==> config.mk <==
export PLATFORM = sky130hd
export DESIGN_NAME = nspt_sub
export DESIGN_NICKNAME = d
export VERILOG_FILES = /design/src/rtl/core/nspt_pkg.sv /design/src/rtl/core/nspt_sub.sv
export SDC_FILE = /design/constraint.sdc
export NUM_CORES = 1
export LEC_CHECK = 0
export BUFFER_PORTS_ARGS = -buffer_cell sky130_fd_sc_hd__buf_2
export CAP_MARGIN = 15
export CORE_ASPECT_RATIO = 0.5
export CORE_MARGIN = 1.5
export CORE_UTILIZATION = 54
export DETAILED_ROUTE_END_ITERATION = 7
export PLACE_DENSITY = 0.91
export REMOVE_ABC_BUFFERS = 1
export SETUP_SLACK_MARGIN = 0.15
export SYNTH_ARGS = -nofsm -noshare
export SYNTH_HDL_FRONTEND = slang
export SYNTH_SLANG_ARGS = --single-unit
==> constraint.sdc <==
create_clock -name vclk -period 3.55
set_input_delay 0.355 -clock vclk [all_inputs]
set_output_delay 0.355 -clock vclk [all_outputs]
set_load 0.03 [all_outputs]
==> src/rtl/core/nspt_pkg.sv <==
`timescale 1ns / 1ps
// Shared constants, codes and types for the nearest snap point table.
// No dependencies; used by nspt_sub and nearest_snap_point_table_core.
package nspt_pkg;

  localparam int TABLE_DEPTH = 256;
  localparam int IDX_W       = $clog2(TABLE_DEPTH);
  localparam int CNT_W       = $clog2(TABLE_DEPTH + 1);

  localparam int TIME_W = 32;  // signed Q16.16
  localparam int DIST_W = 33;  // exact distance between two times
  localparam int ALU_W  = 34;  // signed operand width of the shared subtractor
  localparam int THR_W  = 31;
  localparam int TOL_W  = 16;
  localparam int CFG_W  = 31;  // widest register
  localparam int STS_W  = 3;
  localparam int PCNT_W = 9;

  // Register indexes
  localparam logic REG_SNAP_THRESHOLD  = 1'b0;
  localparam logic REG_MERGE_TOLERANCE = 1'b1;

  // Commands
  localparam logic [1:0] CMD_CLEAR  = 2'd0;
  localparam logic [1:0] CMD_INSERT = 2'd1;
  localparam logic [1:0] CMD_SNAP   = 2'd2;
  localparam logic [1:0] CMD_GROUP  = 2'd3;

  // Result status
  localparam logic [STS_W-1:0] STS_CLEARED  = 3'd0;
  localparam logic [STS_W-1:0] STS_INSERTED = 3'd1;
  localparam logic [STS_W-1:0] STS_MERGED   = 3'd2;
  localparam logic [STS_W-1:0] STS_FULL     = 3'd3;
  localparam logic [STS_W-1:0] STS_FOUND    = 3'd4;
  localparam logic [STS_W-1:0] STS_NO_SNAP  = 3'd5;

  // Subtractor result
  typedef struct packed {
    logic             neg;
    logic [ALU_W-1:0] diff;
  } sub_res_t;

endpackage

==> src/rtl/core/nspt_sub.sv <==
`timescale 1ns / 1ps
// Shared signed subtractor: every compare and distance of the block goes through it.
// Depends on nspt_pkg.
module nspt_sub (
  input  logic signed [nspt_pkg::ALU_W-1:0] a_i,
  input  logic signed [nspt_pkg::ALU_W-1:0] b_i,
  output nspt_pkg::sub_res_t                res_o
);

  logic signed [nspt_pkg::ALU_W-1:0] diff;

  assign diff       = a_i - b_i;
  assign res_o.diff = diff;
  assign res_o.neg  = diff[nspt_pkg::ALU_W-1];

endmodule

# Word-level counts from Yosys, hierarchy flattened
# Cells that the tools add are included.
[op_classes]
addsub = 1
[op_table]
columns = ["cell", "n"]
rows = [
  ["subtractor 34 bit", 1],
]
[totals]
word_cells = 1
output_inout_bits = 35
register_bits = 0
input_bits = 68

# Logic depth before layout (Yosys ltp)
# Gate-level depths: netlist (run 1).
[logic_depth]
ltp_word = 1
ltp_mapped = 10

# Least setup slack after synthesis (run 1)
# Ideal clock, no wire load.
[synth_timing]
kind = "input port to output port"
start = "input a_i[0] (netlist bit)"
end = "output res_o[26] (netlist bit)"
arrival_time_ns = 2.857
t_required_ns = 3.195
n_path_buf = 0
stages = 10
slack_ns = 0.338
path_cell_list = "inv_1 -> ha_1 -> inv_1 -> fa_1 -> a211oi_1 -> o21ai_1 -> a221oi_1 -> o211ai_1 -> and2_1 -> a211oi_1"
[synth_lines]
columns = ["element", "line", "source"]
rows = [
  ["start, declared", "nspt_sub.sv:5", "input logic signed [nspt_pkg::ALU_W-1:0] a_i,"],
  ["end, declared", "nspt_sub.sv:7", "output nspt_pkg::sub_res_t res_o"],
]

==> metrics.md, run 1 <==
| Metric | Value |
|---|---|
| DRC viols | `0` |
| Sequential-to-total area share from yosys stat | `0%` |
| Most frequent cells in the layout | `buf_2, inv_1, ha_1, a21oi_1, nor2_1` |
| P_leak | `1.47 nW` |
| Max_cap viols | `0` |
| Hold Path Class | `input port to primary output` |
| RSZ-0062 raised after global routing | `false` |
| First-pass GRT wire length | `9.01 mm` |
| Via/cell ratio | `5.66` |
| Final nets | `528` |
| Status | `complete, no violations` |
| Power Total | `693 uW` |
| Pre-Repair DR Iteration Count | `5` |
| Detail Placement HPWL | `4.85 mm` |
| Power density cells | `255 nW/um2` |
| Worst hold slack | `1080 ps` |
| Setup violators final | `0` |
| Aggregate global routing overflow | `0` |
| Synthesized area | `2170 um2` |
| Dpl ws | `364 ps` |
| Worst Max-Slew Pin Slew | `706 ps` |
| Worst-path maximum fanout | `12` |
| Top cell by count, worst path | `buf_2` |
| Crit path launch type | `input port` |
| Hold buffer count at cts | `0` |
| Initial Utilization | `56.0%` |
| CP required | `3190 ps` |
| CP Capture Type | `primary output` |
| Die width | `92.7 um` |
| Avg Cell Area, Syn | `6.57 um2` |
| Synth warn | `0` |
| Post-DRT Antenna Nets | `0` |
| Seq_cells | `0` |
| CP max-delay cell | `or4_1` |
| IO Pins | `103` |
| Worst Setup Slack, final | `380 ps` |
| Setup CP Type | `input port to primary output` |
| Largest net degree at the start of global routing | `13` |
| Slew headroom | `52.9%` |
| Total GRT Usage | `24.4%` |
| Cell Chain, Critical Path | `buf_2 > ha_1 > a21o_1 > a311oi_1 > o31ai_1 > a311o_1 > or4_1 > o211a_1 > buf_2` |
| Vias in the first global route | `2210` |
| Initial antenna violation count | `0` |
| First DRT Iteration DRCs | `222` |
| Routed Wire Length | `5.65 mm` |
| Final Max Slew Viols | `0` |
| Final Critical Period | `3170 ps` |
| Crit path DAT | `2820 ps` |
| CP Buf/Inv Count | `2` |
| Fin. Hold Viols | `0` |
| Setup TNS | `0 ps` |
| Worst hold path startpoint | `b_i[0]` |
| Achievable frequency | `315 MHz` |
| Share of cells above drive strength 1 | `25.9%` |
| Crit path max-delay family | `compound AO/OA/AOI/OAI gates` |
| Slowest stage delay, CP | `510 ps` |
| Post-synthesis cell type count | `53` |
| Clock buf count | `0` |
| Diode count | `0` |
| # port buffers | `103` |
| VDD IR max | `0.164 mV` |
| Die Height | `47.9 um` |
| Fin crit share | `89.3%` |
| Post-Synthesis Cells | `331` |
| Die Area | `4440 um2` |
| Hold endpoint | `res_o[0]` |
| Row count | `16` |
| Register area | `0 um2` |
| Most common cell after layout, fill and taps aside | `buf_2` |
| Core area | `3880 um2` |
| Vias | `2705` |
| WHS Path Cells | `4` |
| Syn-to-layout area delta | `24.9%` |
| Routed WL per cell | `11.8 um` |
| RePlAce Congestion | `0.901` |
-- cell usage after synthesis (7+ instances only) --
cell	n	area share, %
and3_1	7	2.0
nor2_1	29	5.0
xor2_1	9	3.6
xnor2_1	15	6.0
nand3_1	10	2.3
clkbuf_1	8	1.4
a211oi_1	7	2.4
a21o_1	14	4.8
a21oi_1	32	7.4
o21ai_0	18	4.1
inv_1	41	7.1
nand2_1	23	4.0
ha_1	33	19
o21a_1	8	2.8
-- kinds of logic after synthesis --
| group | Yosys count | share of synthesized area, % |
|---|---|---|
| AOI/OAI and AO/OA | 118 | 37.2 |
| and+or+nand+nor | 102 | 23.0 |
| buffers and inverters | 51 | 9.32 |
| adders and majority gates | 34 | 19.9 |
| xor gates and xnor gates | 24 | 9.67 |
| muxes | 2 | 0.978 |
-- worst max-delay path by stage --
stage                 start   endpoint  slack (ps)  depth (start not counted)
finish              a_i[17]  res_o[30]         380                          9
global route         a_i[0]  res_o[26]         260                         12
CTS                  a_i[0]  res_o[26]         350                         12
detailed placement   a_i[0]  res_o[26]         360                         12
global placement     a_i[0]  res_o[26]         390                         12
floorplan            a_i[0]  res_o[26]         340                         10
-- report_power, final --
group / internal (mW) / total, mW / switching (mW) / leakage [nW]
combinational: 0.251 / 0.693 / 0.442 / 1.47
sequential: 0 / 0 / 0 / 0
clock: 0 / 0 / 0 / 0
total: 0.251 / 0.693 / 0.442 / 1.47
-- routing by layer --
layer  GRT usage [%]  part of all wire [%]  up-vias
met4            1.21                  0.25        0
met2            48.5                    47      104
met1            31.8                    46     1200
met3            1.43                   7.2        4
met5               0                     0        -
li1                -                     -     1397
-- worst min-delay path, stage by stage --
cell   delay (ps)
buf_2          80
ha_1          110
inv_1          30
buf_2         160
-- final cells by class --
type                            count  area [um2]
Tap cell                           54        67.6
Multi-Input combinational cell    280        1980
Inverter                           41         154
Fill cell                         368        1170
Timing Repair Buffer              103         515
-- through the flow --
stage                     cells  util (%)  area [um2]
after global routing        478      69.9        2720
final                       478      69.9        2720
after CTS                   478      69.7        2710
after floorplan             321         -        2130
after global placement      478      69.7        2710
after detailed placement    478      69.7        2710
-- repair_timing --
action,4_1_cts,5_1_grt
buffers inserted,0,0
setup endpoints to repair,0,1
gates resized for setup,0,1
Power figures use the tool's default switching activity.
==> run 2: changes to the inputs <==
--- a/config.mk
+++ b/config.mk
@@ -5,6 +5,7 @@
 export SDC_FILE = /design/constraint.sdc
 export NUM_CORES = 1
 export LEC_CHECK = 0
+export ABC_AREA = 0
 export BUFFER_PORTS_ARGS = -buffer_cell sky130_fd_sc_hd__buf_2
 export CAP_MARGIN = 15
 export CORE_ASPECT_RATIO = 0.5
==> constraint.sdc (replaced) <==
create_clock -name vclk -period 3.55
set_input_delay 0 -clock vclk [all_inputs]
set_output_delay 0 -clock vclk [all_outputs]
set_load 0.03 [all_outputs]
==> run 2 against run 1 <==
Effect of this change: sequential share of layout area unchanged; setup slack improved by 670 ps; via count is 0.89% higher; global-route usage decreased by 0.35 points; hold slack worse by 710 ps; utilization decreased by 0.16 points; non-clock buffer count did not move; first-iteration DRC count is 13% lower; power shrank 0.12%; critical endpoint is now res_o[26].
==> metrics.md, run 2 (synthesis results as in run 1) <==
| Metric | Value |
|---|---|
| Status | `complete, no violations` |
| Worst-path maximum fanout | `3` |
| Final Max Slew Viols | `0` |
| Most frequent cells in the layout | `buf_2, inv_1, ha_1, a21oi_1, nor2_1` |
| Vias | `2729` |
| Hold Path Class | `input port to primary output` |
| WHS Path Cells | `4` |
| Via/cell ratio | `5.71` |
| Slew headroom | `55.6%` |
| Initial antenna violation count | `0` |
| Hold endpoint | `res_o[0]` |
| Final Critical Period | `2500 ps` |
| Largest net degree at the start of global routing | `13` |
| P_leak | `1.47 nW` |
| RSZ-0062 raised after global routing | `false` |
| Total GRT Usage | `24.1%` |
| Seq_cells | `0` |
| Worst hold path startpoint | `b_i[0]` |
| DRC viols | `0` |
| Initial Utilization | `56.0%` |
| Worst hold slack | `372 ps` |
| Most common cell after layout, fill and taps aside | `buf_2` |
| Setup CP Type | `input port to primary output` |
| # port buffers | `103` |
| Final nets | `528` |
| Register area | `0 um2` |
| Placed cell areas | `2710 um2` |
| Routed Wire Length | `5.72 mm` |
| Hold buffer count at cts | `0` |
| Setup Buffers After CTS | `0` |
| Vias in the first global route | `2200` |
| CP Capture Type | `primary output` |
| Detail Placement HPWL | `4.95 mm` |
| Share of cells above drive strength 1 | `25.7%` |
| Core Util, Final | `69.7%` |
| IO Pins | `103` |
| Routed WL per cell | `12.0 um` |
| First-pass GRT wire length | `8.87 mm` |
| Non-Filler Instances | `478` |
| Syn-to-layout area delta | `24.6%` |
| Setup violators final | `0` |
| Worst Max-Slew Pin Slew | `666 ps` |
| Row count | `16` |
| Aggregate global routing overflow | `0` |
| Achievable frequency | `400 MHz` |
| Post-DRT Antenna Nets | `0` |
| Pre-Repair DR Iteration Count | `5` |
| Setup TNS | `0 ps` |
| Cts repair resizes | `0` |
| Design Area, Final | `2710 um2` |
| Dpl cells | `478` |
| Die width | `92.7 um` |
| CP required | `3550 ps` |
| VDD IR max | `0.158 mV` |
| Crit path DAT | `2500 ps` |
| Fin. Hold Viols | `0` |
| Max_cap viols | `0` |
| Crit path launch type | `input port` |
| Die Height | `47.9 um` |
| Clock buf count | `0` |
| First DRT Iteration DRCs | `193` |
| Core area | `3880 um2` |
| Fin crit share | `70.4%` |
| Power density cells | `255 nW/um2` |
| Die Area | `4440 um2` |
| Diode count | `0` |
| RePlAce Congestion | `0.901` |
[run 2: per-layer routing]
metal	up-vias	wire length, um	global-route usage, %
met4	0	19	1.52
met2	114	2760	49.0
li1	1394	-	-
met5	-	0	0
met3	6	412	1.27
met1	1215	2540	30.6
[run 2: worst max path at each step]
stage                      start   endpoint  slack [ps]  cells past startpoint
after global routing      a_i[0]  res_o[26]         820                     12
after CTS                 a_i[0]  res_o[26]        1060                     12
final                     a_i[0]  res_o[26]        1050                     12
after global placement    a_i[0]  res_o[26]        1100                     12
after floorplan           a_i[0]  res_o[26]        1050                     10
after detailed placement  a_i[0]  res_o[26]        1070                     12
[run 2: where the power goes]
| group | switching (mW) | internal [mW] |
|---|---|---|
| logic | 0.442 | 0.250 |
| clock network | 0 | 0 |
| registers | 0 | 0 |
| total | 0.442 | 0.250 |
[run 2: layout make-up]
type / count / area (um2)
multi-input cells: 280 / 1970
fillers: 358 / 1170
repair buffers: 103 / 515
inverters: 41 / 154
well taps: 54 / 67.6
[run 2: stage by stage]
step	power, mW	setup slack [ps]
2_1_floorplan	0.511	1050
3_3_place_gp	0.680	1100
3_5_place_dp	0.687	1070
4_1_cts	0.689	1060
5_1_grt	0.751	817
6_report	0.692	1050
[run 2: worst max-delay path: stages]
cell	delay, ps
buf_2	100
inv_1	50
ha_1	160
inv_1	50
fa_1	410
a211oi_1	310
o21ai_1	140
a221oi_1	530
o211ai_1	190
and2_1	170
a211oi_1	170
buf_2	220
